`config.mk`:
```
export PLATFORM = sky130hd
export DESIGN_NAME = quadrature_counter_speed_distance
export DESIGN_NICKNAME = d
export VERILOG_FILES = /design/src/rtl/core/qcsd_pkg.sv /design/src/rtl/core/qcsd_track.sv /design/src/rtl/core/qcsd_speed.sv /design/src/rtl/core/quadrature_counter_speed_distance.sv
export SDC_FILE = /design/constraint.sdc
export NUM_CORES = 2
export LEC_CHECK = 0
export ABC_AREA = 0
export BUFFER_PORTS_ARGS = -buffer_cell sky130_fd_sc_hd__buf_2
export CAP_MARGIN = 20
export CELL_PAD_IN_SITES_DETAIL_PLACEMENT = 1
export CELL_PAD_IN_SITES_GLOBAL_PLACEMENT = 2
export CORE_MARGIN = 4
export CORE_UTILIZATION = 40
export CTS_CLUSTER_SIZE = 30
export DETAILED_ROUTE_END_ITERATION = 16
export PLACE_DENSITY = 0.91
export SLEW_MARGIN = 10
export SYNTH_ARGS = -nofsm -noshare
export SYNTH_HDL_FRONTEND = slang
export SYNTH_SLANG_ARGS = --single-unit
```
`constraint.sdc`:
```
create_clock -name clock -period 17.45 [get_ports clock]
set_clock_uncertainty 0.05 [all_clocks]
set_input_delay 0.8725 -clock clock [delete_from_list [all_inputs] [get_ports clock]]
set_output_delay 0.8725 -clock clock [all_outputs]
set_load 0.02 [all_outputs]
```
`src/rtl/core/qcsd_pkg.sv`:
```
package qcsd_pkg;

   localparam int COUNT_WIDTH = 32;
   localparam int JUMP_LIMIT  = 50000;

   localparam int WORD_W  = 32;
   localparam int SCALE_W = 40;
   localparam int FRAC_W  = 16;
   localparam int INT_W   = SCALE_W - FRAC_W;
   localparam int WIDE_W  = (COUNT_WIDTH > WORD_W) ? COUNT_WIDTH : WORD_W;

   // magnitude bits needed for a difference that is inside the jump limit
   localparam int LIMIT_W = $clog2(JUMP_LIMIT + 1);
   localparam int MAG_W   = (LIMIT_W < COUNT_WIDTH) ? LIMIT_W : COUNT_WIDTH;

   localparam int HI_PROD_W = MAG_W + INT_W;
   localparam int LO_PROD_W = MAG_W + FRAC_W;
   localparam int SUM_W     = HI_PROD_W + 1;
   localparam int SAT_W     = (SUM_W > WORD_W + 1) ? SUM_W : WORD_W + 1;

   localparam logic [SCALE_W-1:0] SCALE_RESET = 40'd23592960;
   localparam logic [WORD_W-1:0]  SPEED_MAX   = 32'h7FFF_FFFF;
   localparam logic [WORD_W-1:0]  SPEED_MIN   = 32'h8000_0000;

   typedef enum logic [2:0] {
      MODE_EDGE       = 3'd0,
      MODE_SPEED      = 3'd1,
      MODE_DIST_READ  = 3'd2,
      MODE_RT_READ    = 3'd3,
      MODE_DIST_CLEAR = 3'd4
   } mode_type;

   // result of the tracking stage, on its way to the speed arithmetic
   typedef struct packed {
      logic [WORD_W-1:0] position;
      logic [WORD_W-1:0] distance;
      logic              speed_op;
      logic              held;
      logic              neg;
      logic [MAG_W-1:0]  mag;
   } track_type;

   function automatic logic [WORD_W-1:0] count_word(input logic [COUNT_WIDTH-1:0] v);
      logic [WIDE_W-1:0] t;
      t = WIDE_W'(v);
      return t[WORD_W-1:0];
   endfunction

   function automatic logic [WORD_W-1:0] diff_word(input logic [COUNT_WIDTH-1:0] v);
      logic signed [WIDE_W-1:0] t;
      t = WIDE_W'(signed'(v));
      return t[WORD_W-1:0];
   endfunction

endpackage

```
`src/rtl/core/qcsd_track.sv`:
```
module qcsd_track (
   input  logic                clock,
   input  logic                reset,
   input  logic                req_valid,
   output logic                req_stall,
   input  logic [2:0]          req_mode,
   input  logic                req_a_level,
   input  logic                req_b_level,
   input  logic                p1_take,
   output logic                p1_valid,
   output qcsd_pkg::track_type p1_data
);
   import qcsd_pkg::*;

   logic [COUNT_WIDTH-1:0] tick_ff, tick_in;
   logic [COUNT_WIDTH-1:0] speed_snap_ff, speed_snap_in;
   logic [COUNT_WIDTH-1:0] rt_snap_ff, rt_snap_in;
   logic [WORD_W-1:0]      dist_total_ff, dist_total_in;
   logic                   p1_valid_ff, p1_valid_in;
   track_type              p1_ff, p1_in;

   logic                   accept;
   logic [COUNT_WIDTH-1:0] d_speed, d_rt, d_mag;
   logic [WORD_W-1:0]      dist_sum;
   logic                   d_neg, in_range;

   assign req_stall = p1_valid_ff & ~p1_take;
   assign accept    = req_valid & ~req_stall;
   assign p1_valid  = p1_valid_ff;
   assign p1_data   = p1_ff;

   assign d_speed  = tick_ff - speed_snap_ff;
   assign d_rt     = tick_ff - rt_snap_ff;
   assign d_neg    = d_speed[COUNT_WIDTH-1];
   assign d_mag    = d_neg ? (~d_speed + COUNT_WIDTH'(1)) : d_speed;
   assign in_range = WIDE_W'(d_mag) < WIDE_W'(JUMP_LIMIT);
   assign dist_sum = dist_total_ff + diff_word(d_speed);

   always_comb begin
      tick_in       = tick_ff;
      speed_snap_in = speed_snap_ff;
      rt_snap_in    = rt_snap_ff;
      dist_total_in = dist_total_ff;
      p1_in.distance = '0;
      p1_in.speed_op = 1'b0;
      p1_in.held     = 1'b0;
      p1_in.neg      = d_neg;
      p1_in.mag      = d_mag[MAG_W-1:0];
      unique case (mode_type'(req_mode))
         MODE_EDGE: begin
            // levels that differ step forward, matching levels step back
            if (req_a_level != req_b_level) begin
               tick_in = tick_ff + COUNT_WIDTH'(1);
            end else begin
               tick_in = tick_ff - COUNT_WIDTH'(1);
            end
         end
         MODE_SPEED: begin
            speed_snap_in  = tick_ff;
            dist_total_in  = dist_sum;
            p1_in.speed_op = 1'b1;
            p1_in.held     = ~in_range;
         end
         MODE_DIST_READ: begin
            speed_snap_in  = tick_ff;
            dist_total_in  = '0;
            p1_in.distance = dist_sum;
         end
         MODE_RT_READ: begin
            rt_snap_in     = tick_ff;
            p1_in.distance = diff_word(d_rt);
         end
         MODE_DIST_CLEAR: begin
            dist_total_in = '0;
         end
         default: begin
         end
      endcase
      p1_in.position = count_word(tick_in);
      p1_valid_in    = accept | (p1_valid_ff & ~p1_take);
   end

   always_ff @(posedge clock) begin
      if (reset) begin
         tick_ff       <= '0;
         speed_snap_ff <= '0;
         rt_snap_ff    <= '0;
         dist_total_ff <= '0;
         p1_valid_ff   <= 1'b0;
      end else begin
         p1_valid_ff <= p1_valid_in;
         if (accept) begin
            tick_ff       <= tick_in;
            speed_snap_ff <= speed_snap_in;
            rt_snap_ff    <= rt_snap_in;
            dist_total_ff <= dist_total_in;
         end
      end
   end

   always_ff @(posedge clock) begin
      if (accept) begin
         p1_ff <= p1_in;
      end
   end

endmodule

```
`src/rtl/core/qcsd_speed.sv`:
```
module qcsd_speed (
   input  logic                               clock,
   input  logic                               reset,
   input  logic                               csr_wr_en,
   input  logic [qcsd_pkg::SCALE_W-1:0]       csr_wr_data,
   input  logic                               p1_valid,
   input  qcsd_pkg::track_type                p1_data,
   output logic                               p1_take,
   output logic                               rsp_valid,
   input  logic                               rsp_stall,
   output logic signed [qcsd_pkg::WORD_W-1:0] rsp_position_count,
   output logic signed [qcsd_pkg::WORD_W-1:0] rsp_speed_value,
   output logic signed [qcsd_pkg::WORD_W-1:0] rsp_distance_ticks,
   output logic                               rsp_speed_held
);
   import qcsd_pkg::*;

   typedef struct packed {
      logic [WORD_W-1:0]    position;
      logic [WORD_W-1:0]    distance;
      logic                 speed_op;
      logic                 held;
      logic                 neg;
      logic [HI_PROD_W-1:0] prod_hi;
      logic [LO_PROD_W-1:0] prod_lo;
   } mult_type;

   logic [SCALE_W-1:0] scale_ff;
   logic               p2_valid_ff, p2_valid_in;
   mult_type           p2_ff, p2_in;
   logic               rsp_valid_ff, rsp_valid_in;
   logic [WORD_W-1:0]  last_speed_ff, last_speed_in;
   logic [WORD_W-1:0]  position_ff, distance_ff, speed_ff, speed_in;
   logic               held_ff;

   logic               p2_take, out_take, p2_load, out_load;
   logic [SUM_W-1:0]   prod;
   logic [SAT_W-1:0]   prod_wide;
   logic               over;
   logic [WORD_W-1:0]  sat_speed;

   assign out_take = ~rsp_valid_ff | ~rsp_stall;
   assign p2_take  = ~p2_valid_ff | out_take;
   assign p1_take  = p2_take;
   assign p2_load  = p1_valid & p2_take;
   assign out_load = p2_valid_ff & out_take;

   assign p2_valid_in  = p2_take ? p1_valid : p2_valid_ff;
   assign rsp_valid_in = out_take ? p2_valid_ff : rsp_valid_ff;

   always_comb begin
      p2_in.position = p1_data.position;
      p2_in.distance = p1_data.distance;
      p2_in.speed_op = p1_data.speed_op;
      p2_in.held     = p1_data.held;
      p2_in.neg      = p1_data.neg;
      p2_in.prod_hi  = HI_PROD_W'(p1_data.mag) * HI_PROD_W'(scale_ff[SCALE_W-1:FRAC_W]);
      p2_in.prod_lo  = LO_PROD_W'(p1_data.mag) * LO_PROD_W'(scale_ff[FRAC_W-1:0]);
   end

   // integer part plus the truncated fractional contribution
   assign prod      = SUM_W'(p2_ff.prod_hi) + SUM_W'(p2_ff.prod_lo[LO_PROD_W-1:FRAC_W]);
   assign prod_wide = SAT_W'(prod);
   assign over      = |prod_wide[SAT_W-1:WORD_W-1];

   always_comb begin
      if (p2_ff.neg) begin
         sat_speed = over ? SPEED_MIN : (~prod_wide[WORD_W-1:0] + WORD_W'(1));
      end else begin
         sat_speed = over ? SPEED_MAX : prod_wide[WORD_W-1:0];
      end
      if (p2_ff.speed_op & ~p2_ff.held) begin
         speed_in = sat_speed;
      end else begin
         speed_in = last_speed_ff;
      end
      last_speed_in = out_load ? speed_in : last_speed_ff;
   end

   always_ff @(posedge clock) begin
      if (reset) begin
         scale_ff      <= SCALE_RESET;
         p2_valid_ff   <= 1'b0;
         rsp_valid_ff  <= 1'b0;
         last_speed_ff <= '0;
      end else begin
         if (csr_wr_en) begin
            scale_ff <= csr_wr_data;
         end
         p2_valid_ff   <= p2_valid_in;
         rsp_valid_ff  <= rsp_valid_in;
         last_speed_ff <= last_speed_in;
      end
   end

   always_ff @(posedge clock) begin
      if (p2_load) begin
         p2_ff <= p2_in;
      end
      if (out_load) begin
         position_ff <= p2_ff.position;
         distance_ff <= p2_ff.distance;
         speed_ff    <= speed_in;
         held_ff     <= p2_ff.held;
      end
   end

   assign rsp_valid          = rsp_valid_ff;
   assign rsp_position_count = signed'(position_ff);
   assign rsp_speed_value    = signed'(speed_ff);
   assign rsp_distance_ticks = signed'(distance_ff);
   assign rsp_speed_held     = held_ff;

endmodule

```
`src/rtl/core/quadrature_counter_speed_distance.sv`:
```
// pipeline: an accepted transaction passes through the tracking, multiply and saturate stage
//   registers in that order, and the saturate stage registers drive the outputs
// throughput: one transaction per cycle while the receiver does not stall; tracking, multiply and
//   saturate stages are each one register deep, and each stage holds while the next one is stalled
// reset: synchronous, active high; clears count, snapshots, distance and held speed,
//   loads speed_scale with 360.0 and empties the pipeline
module quadrature_counter_speed_distance (
   input  logic                               clock,
   input  logic                               reset,
   input  logic                               req_valid,
   output logic                               req_stall,
   input  logic [2:0]                         req_mode,
   input  logic                               req_a_level,
   input  logic                               req_b_level,
   output logic                               rsp_valid,
   input  logic                               rsp_stall,
   output logic signed [qcsd_pkg::WORD_W-1:0] rsp_position_count,
   output logic signed [qcsd_pkg::WORD_W-1:0] rsp_speed_value,
   output logic signed [qcsd_pkg::WORD_W-1:0] rsp_distance_ticks,
   output logic                               rsp_speed_held,
   input  logic                               csr_wr_en,
   input  logic [qcsd_pkg::SCALE_W-1:0]       csr_wr_data
);
   import qcsd_pkg::*;

   logic      p1_valid, p1_take;
   track_type p1_data;

   qcsd_track u_track (
      .clock       (clock),
      .reset       (reset),
      .req_valid   (req_valid),
      .req_stall   (req_stall),
      .req_mode    (req_mode),
      .req_a_level (req_a_level),
      .req_b_level (req_b_level),
      .p1_take     (p1_take),
      .p1_valid    (p1_valid),
      .p1_data     (p1_data)
   );

   qcsd_speed u_speed (
      .clock              (clock),
      .reset              (reset),
      .csr_wr_en          (csr_wr_en),
      .csr_wr_data        (csr_wr_data),
      .p1_valid           (p1_valid),
      .p1_data            (p1_data),
      .p1_take            (p1_take),
      .rsp_valid          (rsp_valid),
      .rsp_stall          (rsp_stall),
      .rsp_position_count (rsp_position_count),
      .rsp_speed_value    (rsp_speed_value),
      .rsp_distance_ticks (rsp_distance_ticks),
      .rsp_speed_held     (rsp_speed_held)
   );

endmodule

```
==> impl_metrics.csv <==
group,metric,value,unit
synth,synth_top_family_by_area,"adder cells",
synth,yosysWarningCount,0,
synth,synth.yosys.seq_area_share,0.278,
synth,avgSynthCellArea,9.22,um^2
placement,port_buffers,148,
global_route,grt_pass1_vias,39700,
run,drv_cap,0,
floorplanning,ios,149,
synth,synthFlopType,"edfxtp_1",
cells_and_area,final_common_cell,"nand2_1",
route,first_iter_violations,2015,
sta,fin_tns_setup,0,ns
critical_path,worstPathMaxFanout,40,
synth,synth_simple_gate_area_share,0.163,
placement,dp_hpwl,110,mm
critical_path,slowest_stage,"fa_1",
synth,synthXorXnorAreaFrac,0.0371,
floorplanning,die_h,352,um
synth,yosys-mux-area-fraction,0.0153,
clocking,clock-sinks,506,
clocking,clk_latency,0.70,ns
sta,final_max_slew_viol_count,0,
route,route.vias.total,36800,
sta,max_freq,122,MHz
synth,synth_cell_types,106,
clocking,postCtsSetupRepairBufs,0,
critical_path,crit_path_frequent_cell,"fa_1",
global_route,track_usage,0.232,
critical_path,cp-end-kind,"flop",
cells_and_area,nNetsFinal,6069,
route,drt.antenna.violating_nets,0,
synth,netlist_instances,5141,
placement,gp_congestion,0.898,
sta,fin_crit_sh,0.468,
power_and_ir_drop,power_density,194,mW/mm^2
sta,worst_slew_margin_rel,0.320,
clocking,clock_path_buffers,3,
route,drc,0,
power_and_ir_drop,ir_drop,0.000419,V
sta,rsz0062_at_grt,"no",
cells_and_area,drive_above_1_share,0.0748,
clocking,cts_made_buffers,61,
placement,place_area,0.0495,mm^2
cells_and_area,area_growth,9.19,%
global_route,grt_start_max_net_pins,72,
synth,synth_seq_cells,506,
global_route,grt_overflow,0,
floorplanning,rows,126,
clocking,cts-root-buf,"clkbuf_16",
floorplanning,start_util,0.402,
critical_path,critPathArrivalTime,8.55,ns
global_route,antenna_found_initial,1,
clocking,cts_tree,"yes",
cells_and_area,fill_cells,13500,
floorplanning,die_area,0.124,mm^2
route,wl_per_cell,21.5,um
synth,ys_async_sr_fraction,0,
synth,synth_edf_count,303,
sta,worstMarginPinSlew,1.02,ns
sta,final-setup-viol-count,0,
hold_path,hp-class,"flop to flop",
clocking,path_clk_slew,0.06,ns
synth,synth_nets,6049,
critical_path,crit_required,17.83,ns
synth,synthAdderAreaFrac,0.306,
route,routed_wl,145,mm
run_status,status,"finished, final reports clean",
clocking,cts_resized,0,
synth,synth_compound_area_frac,0.123,
floorplanning,core_region_area,0.118,mm^2
cells_and_area,final_cell_mix,"nand2_1, inv_1, fa_1, ha_1, edfxtp_1",
synth,netlist_area,0.0474,mm^2
sta,finalCriticalPeriod,8.17,ns
global_route,grt_pass1_wl,228,mm
critical_path,crit_type,"flop to flop",
route,vias_per_cell,5.46,
cells_and_area,final_area,0.0517,mm^2
hold_path,hold_depth,0,
power_and_ir_drop,p_leak,22.6,nW
clocking,cts_max_level,2,
route,drt-pass1-iter-count,5,
critical_path,reg2reg_depth,26,
critical_path,max_stage_delay,0.57,ns
sta,finalHoldViolCount,0,
floorplanning,die_w,352,um
clocking,holdBufCountCts,0,
critical_path,startpoint_type,"flop",
## cell usage after synthesis (33+ instances only)
| library cell | n | share of area |
|---|---|---|
| nand2_1 | 798 | 0.063 |
| inv_1 | 734 | 0.058 |
| fa_1 | 504 | 0.21 |
| ha_1 | 354 | 0.093 |
| edfxtp_1 | 303 | 0.19 |
| and2_1 | 257 | 0.034 |
| a21oi_1 | 255 | 0.027 |
| nor2_1 | 255 | 0.020 |
| clkbuf_1 | 211 | 0.017 |
| dfxtp_1 | 203 | 0.086 |
| o21ai_0 | 161 | 0.017 |
| xnor2_1 | 135 | 0.025 |
| a21o_1 | 89 | 0.014 |
| nand3_1 | 67 | 0.0071 |
| xor2_1 | 62 | 0.011 |
| mux2i_1 | 61 | 0.013 |
| nor3_1 | 61 | 0.0064 |
| a211oi_1 | 46 | 0.0073 |
| and3_1 | 39 | 0.0051 |
| o21a_1 | 34 | 0.0054 |
| nand4_1 | 33 | 0.0044 |
## path summary, 6_finish.rpt
check / startpoint / end / slack (ns)
worst min register to register: u_speed.p2_ff[97] / u_speed.rsp_distance_ticks[22] / 0.35
worst max register to register: u_track.p1_data[3] / u_speed.p2_ff[71] / 9.28
worst min-delay path: u_speed.p2_ff[97] / u_speed.rsp_distance_ticks[22] / 0.35
worst max-delay path: u_track.p1_data[3] / u_speed.p2_ff[71] / 9.28
## state kept, by name (all words and copies together) (netlist names)
signal and flops:
u_track.speed_snap_ff 32, u_track.dist_total_ff 32, u_speed.last_speed_ff 32, u_speed.p2_ff 123
u_speed.rsp_speed_held 1, u_track.rt_snap_ff 32, u_speed.rsp_speed_value 32, u_track.tick_ff 32
u_speed.scale_ff 40, u_speed.p2_valid_ff 1, u_speed.rsp_distance_ticks 32, u_speed.rsp_position_count 32
u_speed.rsp_valid 1, u_track.p1_data 83, u_track.p1_valid 1
## layout make-up
cell class	count	area (um^2)	area share
tap	1536	1920	0.0371
multi-input combinational	3664	30600	0.592
antenna	1	2.50	0.0000484
clock buffer	77	1640	0.0316
timing repair buffer	191	1090	0.0211
sequential	506	13200	0.254
inverter	737	2770	0.0535
clock inverter	39	541	0.0104
## metal layers
layer  track usage  vias up  wire length [um]
li1              -    17000                 -
met1         0.287    18900             60900
met2         0.418      648             73600
met3        0.0262      235              5280
met4        0.0800        0              5570
met5             0        -                 0
## worst max-delay path: cells and delay by family (launching register included)
family | cells | cell delay, ns
XOR/XNOR | 1 | 0.08
adder cells (fa/ha/maj) | 7 | 3.48
buffers and inverters | 6 | 0.71
AND/OR/NAND/NOR | 1 | 0.16
AO/OA/AOI/OAI | 11 | 3.05
flip-flops | 1 | 0.34
## power by group
group / internal (mW) / leakage (nW) / switching, mW / total [mW]
Sequential: 1.61 / 4.56 / 0.121 / 1.73
Combinational: 2.47 / 17.0 / 4.47 / 6.93
Clock: 0.806 / 1.04 / 0.578 / 1.38
## kinds of logic (layout without fill, tap and decap cells)
group,after synthesis,after routing
AO/OA/AOI/OAI,882,882
flip-flops,506,506
XOR/XNOR,199,199
AND/OR/NAND/NOR,1654,1654
adder cells (fa/ha/maj),858,858
other,0,1
buffers and inverters,971,1044
multiplexers,71,71
## per-stage QoR
stage                     worst slack [ns]  total power, mW   util  hold slack [ns]  std cells
final                                 9.28             10.0  0.439            0.346       6751
after global routing                  8.94             10.8  0.439            0.344       6750
after CTS                             9.31             10.1  0.439            0.325       6747
after detailed placement              9.34             8.67  0.421            0.356       6631
after global placement                9.45             8.47  0.420            0.352       6630
after floorplan                       7.11             6.20      -            0.350       5141
Note: power is estimated with default switching activity, not from simulation.
